$ cat src/hdl/hate_pkg.sv
// hate_pkg: shared constants, codes and word types of the hashed account transfer engine.
// No dependencies; used by every module under hdl/.
`timescale 1ns / 1ps

package hate_pkg;

    localparam int unsigned TABLE_SLOTS_DEF   = 65536;
    localparam int unsigned ACCOUNT_SLOTS_DEF = 32768;

    localparam logic [63:0] FMIX_C1    = 64'hff51afd7ed558ccd;
    localparam logic [63:0] FMIX_C2    = 64'hc4ceb9fe1a85ec53;
    localparam int unsigned FMIX_SHIFT = 33;

    localparam logic [63:0] INIT_BAL_RST = 64'd1000000;
    localparam logic [15:0] LIMIT_RST    = 16'd32768;

    localparam logic [1:0] CFG_INIT_BAL = 2'd0;
    localparam logic [1:0] CFG_LIMIT    = 2'd1;

    localparam logic [1:0] ST_APPLIED = 2'd0;
    localparam logic [1:0] ST_NOFUNDS = 2'd1;
    localparam logic [1:0] ST_FULL    = 2'd2;

    typedef struct packed {
        logic [63:0] sender_address;
        logic [63:0] receiver_address;
        logic [31:0] amount;
        logic        end_of_batch;
        logic        same;
    } t_item;

    typedef struct packed {
        logic        valid;
        logic [1:0]  status;
        logic [14:0] sender_slot;
        logic [14:0] receiver_slot;
        logic [63:0] sender_balance;
        logic [63:0] receiver_balance;
        logic        batch_done;
    } t_result;

endpackage

$ cat src/hdl/hate_front.sv
// hate_front: accepts transfer words, marks same-address transfers, queues two words for the back.
// Depends on hate_pkg.
`timescale 1ns / 1ps

module hate_front (
    input  logic                  i_clk,
    input  logic                  i_rst_n,
    input  logic                  i_start,
    input  logic                  i_ready_init,
    input  logic [63:0]           i_sender_address,
    input  logic [63:0]           i_receiver_address,
    input  logic [31:0]           i_amount,
    input  logic                  i_end_of_batch,
    input  logic                  i_pop,
    output logic                  o_busy,
    output logic                  o_valid,
    output hate_pkg::t_item       o_item
);
    hate_pkg::t_item r_q [2];
    logic            r_wp, r_rp;
    logic [1:0]      r_cnt;
    logic            w_push, w_pop;
    hate_pkg::t_item w_in;

    assign o_busy  = (r_cnt == 2'd2) || !i_ready_init;
    assign w_push  = i_start && !o_busy;
    assign o_valid = (r_cnt != 2'd0);
    assign w_pop   = i_pop && o_valid;
    assign o_item  = r_q[r_rp];

    always_comb begin
        w_in.sender_address   = i_sender_address;
        w_in.receiver_address = i_receiver_address;
        w_in.amount           = i_amount;
        w_in.end_of_batch     = i_end_of_batch;
        w_in.same             = (i_sender_address == i_receiver_address);
    end

    always_ff @(posedge i_clk) begin
        if (!i_rst_n) begin
            r_wp  <= 1'b0;
            r_rp  <= 1'b0;
            r_cnt <= 2'd0;
        end else begin
            if (w_push) begin
                r_wp <= !r_wp;
            end
            if (w_pop) begin
                r_rp <= !r_rp;
            end
            r_cnt <= r_cnt + 2'(w_push) - 2'(w_pop);
        end
        if (w_push) begin
            r_q[r_wp] <= w_in;
        end
    end

endmodule

$ cat config.mk
export PLATFORM = sky130hd
export DESIGN_NAME = hate_front
export DESIGN_NICKNAME = d
export VERILOG_FILES = /design/src/hdl/hate_pkg.sv /design/src/hdl/hate_front.sv
export SDC_FILE = /design/constraint.sdc
export NUM_CORES = 1
export LEC_CHECK = 0
export ABC_AREA = 1
export BUFFER_PORTS_ARGS = -buffer_cell sky130_fd_sc_hd__buf_2
export CELL_PAD_IN_SITES_DETAIL_PLACEMENT = 0
export CELL_PAD_IN_SITES_GLOBAL_PLACEMENT = 1
export CORE_MARGIN = 4
export CORE_UTILIZATION = 35
export CTS_CLUSTER_DIAMETER = 100
export DETAILED_ROUTE_END_ITERATION = 10
export GPL_TIMING_DRIVEN = 0
export PLACE_DENSITY = 0.69
export SYNTH_ARGS = -nofsm -noshare
export SYNTH_HDL_FRONTEND = slang
export SYNTH_SLANG_ARGS = --single-unit
$ cat constraint.sdc
create_clock -name i_clk -period 26.6 [get_ports i_clk]
set_input_delay 2.66 -clock i_clk [delete_from_list [all_inputs] [get_ports i_clk]]
set_output_delay 2.66 -clock i_clk [all_outputs]
set_load 0.05 [all_outputs]
## Yosys cells after proc, flatten, opt, wreduce, memory -nomap -nowiden

Memories as Yosys holds them, arrays and structs flattened. A register that Yosys moved wholly into a read port is not among the register bits.
Cells that the tools add are included.

- Register bits after elaboration: 4
- Latch bits: 0
- RAM bits: 324
- Memory bits (read-only): 0
- Input port bits: 166
- Output and inout port bits: 164
- Word-level logic and storage cells: 20
- Memories: 1

Memories:

| name | words | width | read ports | clocked after memory_dff | wr ports | RTL line | text |
|---|---|---|---|---|---|---|---|
| r_q | 2 | 162 | 1 | 1 | 1 | hate_front.sv:19 | `hate_pkg::t_item r_q [2];` |

- $add $sub $neg: 2
- $mul: 0
- Divide/modulo/power cells: 0
- Order comparisons: 0
- Equality and inequality tests: 2
- Shifts and indexed selects: 0
- Multiplexer cells: 4
- Bitwise logic cells: 0
- Reduce and logical (&&, ||, !) cells: 8

Operators with widths:

| kind | number |
|---|---|
| $eq 64x64->1 | 1 |
| $logic_not 1->1 | 4 |
| $mux 1 | 4 |
| $add 2x1->2 | 1 |
| $eq 2x2->1 const B | 1 |
| $logic_and 1x1->1 | 2 |
| $reduce_bool 2->1 | 1 |
| $sub 2x1->2 | 1 |
| $logic_or 1x1->1 | 1 |

## Longest topological paths before layout

Gate-level depths: netlist of run 1.

- Word-level depth: 6
- Gate-level depth with buffers: 10
- Depth with buffers taken out: 10

## Worst setup path after synthesis of run 1

OpenSTA, ideal clock, no wires.

- Kind: input to register
- Start: in i_start
- End: mem r_q[0][0] (netlist bit) (enable)
- Setup time: 0.687 ns
- Data arrival time: 9.546 ns
- Required time: 25.913 ns
- Path slack: 16.367 ns
- Cell stages on the path: 2
- Buffers on the path: 0
- Cells stage by stage: nand3_1 -> nor2_1

- Longest elaborated chain between the ends: 3

RTL lines:

| item | RTL line | text |
|---|---|---|
| from (decl) | hate_front.sv:8 | `input logic i_start,` |
| $logic_and 1x1->1 | hate_front.sv:26 | `assign w_push = i_start && !o_busy;` |
| $mux 1 | hate_front.sv:53 | `if (w_push) begin` |
| $mux 1 (not written as such) | hate_front.sv:54 | `r_q[r_wp] <= w_in;` |
| to (decl) | hate_front.sv:19 |  |

Every way passes these cells.

## Worst setup path in the final report of run 1

- Start: in i_ready_init
- End: out o_busy

- Longest elaborated chain between the ends: 2

RTL lines:

| item | RTL line | text |
|---|---|---|
| from (decl) | hate_front.sv:9 | `input logic i_ready_init,` |
| $logic_not 1->1 | hate_front.sv:25 | `assign o_busy = (r_cnt == 2'd2) \|\| !i_ready_init;` |
| $logic_or 1x1->1 | hate_front.sv:25 |  |
| to (decl) | hate_front.sv:15 | `output logic o_busy,` |

Every way passes these cells.

==> results.json, run 1 <==
{
  "status": "complete, no violations",
  "drc": 0,
  "synth-xor-area-share_pct": 3.67,
  "period_needed_ns": 5.72,
  "yosysUniqueCellTypes": 14,
  "grt-ovfl-total": 0,
  "vias": 7106,
  "clk_path_buf_depth": 3,
  "cp.required_ns": 23.94,
  "dpl_cell_area_um2": 15600,
  "fin_crit_sh_pct": 21.5,
  "synth_compound_area_share_pct": 0.267,
  "nets": 1248,
  "cts-resized-gates": 0,
  "insertion_delay_ns": 0.52,
  "post_cts_buffers": 0,
  "cp.arrival_ns": 3.06,
  "initial_utilization_pct": 35.7,
  "setup_violations": 0,
  "syn-num-nets": 868,
  "yosys.area.top_type": "edfxtp_1",
  "fin_skew_ns": 0.00849,
  "h-tree-depth": 2,
  "synthMuxAreaShare_pct": 16.2,
  "tightestPinTransition_ns": 0.706,
  "antenna_found_initial": 6,
  "cts.sinks": 329,
  "wire_per_inst_um": 19.2,
  "yosys-top-cells-count": "324 x edfxtp_1, 82 x mux2_2, 80 x mux2_4, 77 x nand2_1, 55 x xnor2_1",
  "worstSetupPathType": "in -> out",
  "die_area_um2": 40700,
  "p_per_area_nw_per_um2": 96.5,
  "ys_warn_count": 0,
  "clockRootBuffer": "clkbuf_16",
  "postLayoutCoreUtil_pct": 45.6,
  "core_um2": 36800,
  "io_pins": 330,
  "dr.first_iter.drc_count": 333,
  "grt_pass1_vias": 7510,
  "portBuffers": 329,
  "synthSimpleGateAreaFrac_pct": 2.90,
  "globalplace.congestion": 0.733,
  "yosys.area_share.adder_pct": 0.191,
  "fmax_ghz": 0.175,
  "dp_hpwl_um": 21700,
  "dr.pass1.iters": 4,
  "grt_max_degree": 30,
  "critPathMaxFanout": 2,
  "syn_inst": 700,
  "holdCritPathClass": "reg -> reg",
  "synth_edf_count": 324,
  "vdd_drop_max_v": 0.0000520,
  "synth-seq-cells": 329,
  "track_usage_pct": 14.5,
  "synth_top_family_by_area": "multiplexers",
  "slew_headroom_pct": 52.8,
  "final-max-slew-violation-count": 0,
  "rsz0062_at_grt": "false",
  "grt_pass1_wl_um": 45100,
  "dpl.cell_count": 1509,
  "ys_seq_area_share_pct": 74.9,
  "tns_ns": 0,
  "fin_area_um2": 16800,
  "layout.cells.non_filler": 1571,
  "syn-mean-instance-area_um2": 18.8,
  "leakagePower_nw": 6.41,
  "synth.most_common_cell": "edfxtp_1",
  "cts_hold_buf": 0,
  "die_h_um": 202,
  "startpoint_type": "input pin",
  "tritoncts": "built",
  "synth_flop_cell": "edfxtp_1",
  "hold_violations": 0,
  "async_flop_share_pct": 0,
  "path_clk_slew_ns": 0.05,
  "netlist_area_um2": 13100,
  "wirelength_um": 30200,
  "drt-vias-per-instance": 4.52,
  "fp-row-count": 70,
  "die_w_um": 202,
  "cap_violations": 0,
  "antenna_left": 0,
  "setup.worst_path.end_class": "primary output",
  "drive_above_1_share_pct": 51.9,
  "area_growth_pct": 27.7,
  "synthTopCellsByArea": "edfxtp_1 74%, mux2_4 9.2%, mux2_2 7.0%",
  "synth.top_cell.area_share_pct": 74.1,
  "cts_buffers": 37
}
critical path, cell delays in order:
cell and delay [ns]:
buf_2 0.10, nand2_1 0.05, buf_2 0.25
state kept, by name (all words and copies together), names as in the netlist, named ones only:
register	count
r_rp	1
r_wp	1
r_q	324
r_cnt	2
through the flow:
step | setup slack (ns) | power [mW] | hold slack (ns)
after floorplan | 16.37 | 1.03 | 0.425
after global placement | 11.57 | 1.16 | 0.436
after detailed placement | 20.87 | 1.15 | 0.442
after CTS | 20.87 | 1.64 | 0.450
after global routing | 20.86 | 1.69 | 0.473
final | 20.88 | 1.62 | 0.445
worst paths after layout:
check                                   from   endpoint  slack [ns]  cells past startpoint
worst min-delay path                    r_rp  flip-flop        0.45                      1
worst max register to register      r_cnt[0]  r_q[1][7]       24.16                      7
worst max-delay path            i_ready_init     o_busy       20.88                      3
worst min register to register          r_rp  flip-flop        0.45                      1
placed cells by master, fill, tap and decap left out:
cell / n
nor2_4: 2
clkbuf_1: 6
mux2_4: 80
ha_1: 2
o21ai_0: 3
nand2_1: 77
dfxtp_1: 5
mux2_2: 82
a21oi_1: 4
diode_2: 3
buf_12: 10
nor2_1: 21
clkinv_1: 5
buf_16: 2
clkinvlp_4: 1
nand3_1: 1
xnor2_1: 55
clkbuf_16: 37
buf_2: 337
buf_6: 10
inv_1: 26
bufinv_16: 4
clkinv_2: 6
edfxtp_1: 324
final cells by class:
class | instances | area (um^2)
well taps | 468 | 586
flip-flops and latches | 329 | 9830
inverters | 26 | 97.6
clock buffers | 43 | 948
multi-input cells | 327 | 3060
diodes | 3 | 7.51
repair buffers | 341 | 1900
plain buffers | 18 | 153
clock inverters | 16 | 176
fillers | 3274 | 20000
power by group:
| part | switching, mW | internal (mW) |
|---|---|---|
| Clock | 0.193 | 0.291 |
| Combinational | 0.352 | 0.159 |
| Sequential | 0.00828 | 0.614 |
per-layer routing:
layer,vias up,wire length (um),track usage (%)
li1,3374,-,-
met1,3470,12300,17.6
met2,213,14800,24.2
met3,47,2540,5.88
met4,2,530,3.74
met5,-,19,0
cell families after synthesis:
group | after synthesis
flops | 329
mux | 162
simple gates | 101
xor+xnor | 55
buf+inv | 44
compound gates | 7
fa+ha+maj | 2
Power figures use the tool's default switching activity.
==> run 2, diff against run 1 <==
--- a/config.mk
+++ b/config.mk
@@ -14,7 +14,7 @@
 export CTS_CLUSTER_DIAMETER = 100
 export DETAILED_ROUTE_END_ITERATION = 10
 export GPL_TIMING_DRIVEN = 0
-export PLACE_DENSITY = 0.69
+export PLACE_DENSITY = 0.72
 export SYNTH_ARGS = -nofsm -noshare
 export SYNTH_HDL_FRONTEND = slang
 export SYNTH_SLANG_ARGS = --single-unit
==> constraint.sdc (replaced) <==
create_clock -name i_clk -period 5.1 [get_ports i_clk]
set_input_delay 0.51 -clock i_clk [delete_from_list [all_inputs] [get_ports i_clk]]
set_output_delay 0.51 -clock i_clk [all_outputs]
set_load 0.05 [all_outputs]
==> run 2 against run 1 <==
Net effect: sequential power grew to 5.2 times the previous value; largest cell class unchanged; critical endpoint is now o_item[42]; clock skew grew 0.0020 ns; routed wire length shrank 1.8%.
==> results.json, run 2 (synthesis gave the netlist of run 1 again) <==
{
  "status": "complete, no violations",
  "crit_buf_inv": 3,
  "final_common_cell": "buf_2",
  "clockRootBuffer": "clkbuf_16",
  "vdd_drop_max_v": 0.000269,
  "tritoncts": "built",
  "r2r_slack_ns": 2.62,
  "core_um2": 36800,
  "final-max-slew-violation-count": 0,
  "io_pins": 330,
  "setup_violations": 0,
  "setup_ws_ns": 2.55,
  "wirelength_um": 29600,
  "slowest_stage": "buf_2",
  "fmax_ghz": 0.393,
  "cts_buffers": 37,
  "antenna_found_initial": 6,
  "dr.first_iter.drc_count": 216,
  "grt_pass1_vias": 7485,
  "antenna_left": 0,
  "largest_reg_flops": 324,
  "tns_ns": 0,
  "clk_path_buf_depth": 3,
  "holdWs_ns": 0.172,
  "period_needed_ns": 2.55,
  "cap_violations": 0,
  "cts_hold_buf": 0,
  "holdCritPathClass": "in -> reg",
  "slowest_delay_ns": 0.40,
  "nets": 1248,
  "tightestPinTransition_ns": 0.774,
  "worstSetupPathType": "reg -> out",
  "insertion_delay_ns": 0.52,
  "hold_violations": 0,
  "p_per_area_nw_per_um2": 503,
  "cts.sinks": 329,
  "critical_path.top_delay_family": "buffers and inverters",
  "drive_above_1_share_pct": 51.9,
  "vias": 7154,
  "dr.pass1.iters": 4,
  "critPathMaxFanout": 10,
  "dp_hpwl_um": 21500,
  "grt_max_degree": 30,
  "fin_skew_ns": 0.0105,
  "globalplace.congestion": 0.735,
  "portBuffers": 329,
  "post_cts_buffers": 0,
  "cts-resized-gates": 0,
  "wire_per_inst_um": 18.8,
  "nFillCells": 3220,
  "cp.arrival_ns": 2.04,
  "drt-vias-per-instance": 4.54,
  "mostFrequentLayoutCells": "337 x buf_2, 324 x edfxtp_1, 82 x mux2_2",
  "rsz0062_at_grt": "false",
  "slew_headroom_pct": 48.3,
  "leakagePower_nw": 6.44,
  "top_register": "r_q",
  "die_h_um": 202,
  "grt_pass1_wl_um": 44500,
  "die_w_um": 202,
  "grt-ovfl-total": 0,
  "top_regs": "r_q (324), r_cnt (2)",
  "area_growth_pct": 28.2,
  "fp-row-count": 70,
  "startpoint_type": "flip-flop",
  "worstPathCellList": "buf_6 > buf_2 > mux2_2 > buf_2",
  "die_area_um2": 40700,
  "setup.worst_path.end_class": "primary output",
  "fin_crit_sh_pct": 50.0,
  "drc": 0,
  "post-place-ws_ns": 2.42,
  "cp.required_ns": 4.59,
  "track_usage_pct": 14.2,
  "initial_utilization_pct": 35.7,
  "crit_top_cell": "buf_2",
  "path_clk_slew_ns": 0.06,
  "h-tree-depth": 2
}
-- run 2: metrics by stage --
| step | util, % | area [um^2] | total power, mW | cells |
|---|---|---|---|---|
| 6_report | 45.7 | 16800 | 8.47 | 1577 |
| 5_1_grt | 45.7 | 16800 | 8.83 | 1577 |
| 4_1_cts | 45.7 | 16800 | 8.61 | 1575 |
| 3_5_place_dp | 42.5 | 15600 | 6.01 | 1509 |
| 3_3_place_gp | 41.8 | 15400 | 5.99 | 1497 |
| 2_1_floorplan | - | 13100 | 5.36 | 700 |
-- run 2: final cells by class --
| class | instances | area [um^2] | share of cell area [%] |
|---|---|---|---|
| clock inverters | 18 | 169 | 1.00 |
| inverters | 26 | 97.6 | 0.580 |
| well taps | 468 | 586 | 3.48 |
| plain buffers | 18 | 153 | 0.907 |
| flip-flops and latches | 329 | 9830 | 58.4 |
| multi-input cells | 327 | 3060 | 18.2 |
| clock buffers | 48 | 1010 | 6.00 |
| diodes | 2 | 5.00 | 0.0297 |
| repair buffers | 341 | 1920 | 11.4 |
-- run 2: path summary, 6_finish.rpt --
path	startpoint	end	cells after the start
worst max-delay path	flip-flop	o_item[42]	4
worst max register to register	r_cnt[0]	r_q[1][24]	7
worst min register to register	r_rp	r_rp	1
worst min-delay path	i_end_of_batch	r_q[1][1]	1
-- run 2: routing by layer --
layer / GRT usage (%) / share of wire [%] / up-vias
li1: - / - / 3374
met1: 17.4 / 41 / 3482
met3: 4.77 / 7.4 / 60
met4: 5.40 / 3.0 / 8
met5: 0 / 0.19 / -
met2: 23.5 / 48 / 230
-- run 2: power by group --
part	total (mW)	switching (mW)	internal, mW
Clock	2.55	1.00	1.55
Combinational	2.67	1.83	0.831
Sequential	3.25	0.0440	3.20
==> run 3, diff against run 2 <==
==> constraint.sdc (replaced) <==
create_clock -name i_clk -period 2.1 [get_ports i_clk]
set_input_delay 0.21 -clock i_clk [delete_from_list [all_inputs] [get_ports i_clk]]
set_output_delay 0.21 -clock i_clk [all_outputs]
set_load 0.05 [all_outputs]
==> run 3 against run 2 <==
Net effect: the run now ends with setup timing left; count of clock-buffer cells in the layout grew 1; core utilization up 6.5 points; global-route usage increased by 1.1 points; worst hold slack got worse by 0.11 ns; cell count increased by 10%; critical path depth increased by 1; highest routed layer unchanged; non-clock buffer count is 163 higher; sequential share of layout area fell by 7.3 points; clock power rose to 2.5 times the previous value; register-to-register slack got worse by 2.5 ns; flip-flop and latch count unchanged.
==> results.json, run 3 (synthesis gave the netlist of run 1 again) <==
{
  "status": "complete, but fails checks",
  "violations": "setup timing",
  "dp_hpwl_um": 21200,
  "clockRootBuffer": "clkbuf_16",
  "rsz0062_at_grt": "true",
  "critPathMaxFanout": 10,
  "tritoncts": "built",
  "drive_above_1_share_pct": 45.8,
  "globalplace.congestion": 0.713,
  "clk_path_buf_depth": 3,
  "top_regs": "r_q (324), r_cnt (2)",
  "grt_pass1_wl_um": 48700,
  "final-max-slew-violation-count": 0,
  "antenna_left": 0,
  "vdd_drop_max_v": 0.000786,
  "largest_reg_flops": 324,
  "antenna_found_initial": 5,
  "insertion_delay_ns": 0.53,
  "die_area_um2": 40700,
  "io_pins": 330,
  "track_usage_pct": 15.4,
  "dpl.cell_count": 1507,
  "grt-ovfl-total": 0,
  "slew_headroom_pct": 54.9,
  "nets": 1414,
  "drt-vias-per-instance": 4.54,
  "cts.sinks": 329,
  "cap_violations": 0,
  "top_register": "r_q",
  "startpoint_type": "flip-flop",
  "holdCritPathClass": "in -> reg",
  "die_w_um": 202,
  "leakagePower_nw": 7.37,
  "post_cts_buffers": 0,
  "p_per_area_nw_per_um2": 1140,
  "dr.first_iter.drc_count": 253,
  "hold_violations": 0,
  "wirelength_um": 33200,
  "grt_max_degree": 32,
  "fin_area_um2": 19200,
  "fin_skew_ns": 0.00932,
  "dpl_cell_area_um2": 15600,
  "dr.pass1.iters": 6,
  "initial_utilization_pct": 35.7,
  "setup.worst_path.end_class": "primary output",
  "wire_per_inst_um": 19.0,
  "setup_violations": 25,
  "vias": 7911,
  "fin_crit_sh_pct": 102,
  "drc": 0,
  "fmax_ghz": 0.465,
  "h-tree-depth": 2,
  "worstSetupPathType": "reg -> out",
  "cp.required_ns": 1.89,
  "setup_ws_ns": -0.0515,
  "cts_buffers": 38,
  "area_growth_pct": 46.5,
  "layout.cells.non_filler": 1742,
  "portBuffers": 329,
  "period_needed_ns": 2.15,
  "die_h_um": 202,
  "path_clk_slew_ns": 0.05,
  "mostFrequentLayoutCells": "324 x edfxtp_1, 224 x buf_2, 163 x dlygate4sd3_1",
  "grt_pass1_vias": 8656,
  "core_um2": 36800,
  "cp.arrival_ns": 1.94,
  "holdWs_ns": 0.0639,
  "tightestPinTransition_ns": 0.675,
  "final_common_cell": "edfxtp_1",
  "fp-row-count": 70
}
[run 3: cell type report]
type / count / area [um^2]
diodes: 3 / 7.51
plain buffers: 18 / 294
clock buffers: 49 / 1060
clock inverters: 16 / 155
fillers: 2979 / 17600
inverters: 26 / 97.6
multi-input cells: 329 / 3090
flip-flops and latches: 329 / 9830
well taps: 468 / 586
repair buffers: 504 / 4110
[run 3: per-stage QoR]
stage / worst slack, ns / TNS, ns / utilization [%] / power [mW]
after floorplan: -1.28 / -413.04 / - / 13.0
after global placement: -2.86 / -916.75 / 41.8 / 14.5
after detailed placement: -0.0527 / -4.17 / 42.4 / 14.6
after CTS: -0.161 / -17.95 / 50.4 / 21.5
after global routing: -0.120 / -7.61 / 52.3 / 22.9
final: -0.0515 / -0.311 / 52.3 / 22.0
[run 3: timing repair]
action / CTS / global route
gates cloned: 2 / 2
endpoints found under the setup margin: 282 / 180
hold endpoints to repair: 327 / 0
pin swaps: 2 / 1
hold buffers: 163 / 0
resized for setup: 32 / 297
[run 3: layer usage]
metal / part of all wire, % / vias up / GRT usage, %
li1: - / 3710 / -
met1: 40 / 3882 / 17.5
met2: 51 / 246 / 26.9
met3: 6.5 / 69 / 4.75
met4: 3.1 / 4 / 6.20
met5: 0.081 / - / 0
[run 3: critical path, stage by stage (launching register included)]
cell and delay (ns):
dfxtp_4 0.39, buf_12 0.16, clkbuf_16 0.18, buf_12 0.17, mux2_4 0.31, buf_4 0.19
[run 3: worst paths after layout]
path,slack (ns),to,cells after the start,startpoint
setup / recovery,-0.05,o_item[147],5,flip-flop
hold / removal,0.06,r_wp,3,i_ready_init
setup reg to reg,0.15,r_q[1][24],4,r_wp
hold reg to reg,0.45,flip-flop,1,r_rp
[run 3: report_power, final]
part           internal, mW  switching [mW]
combinational          2.97            4.72
sequential             7.79           0.129
clock                  3.90            2.50
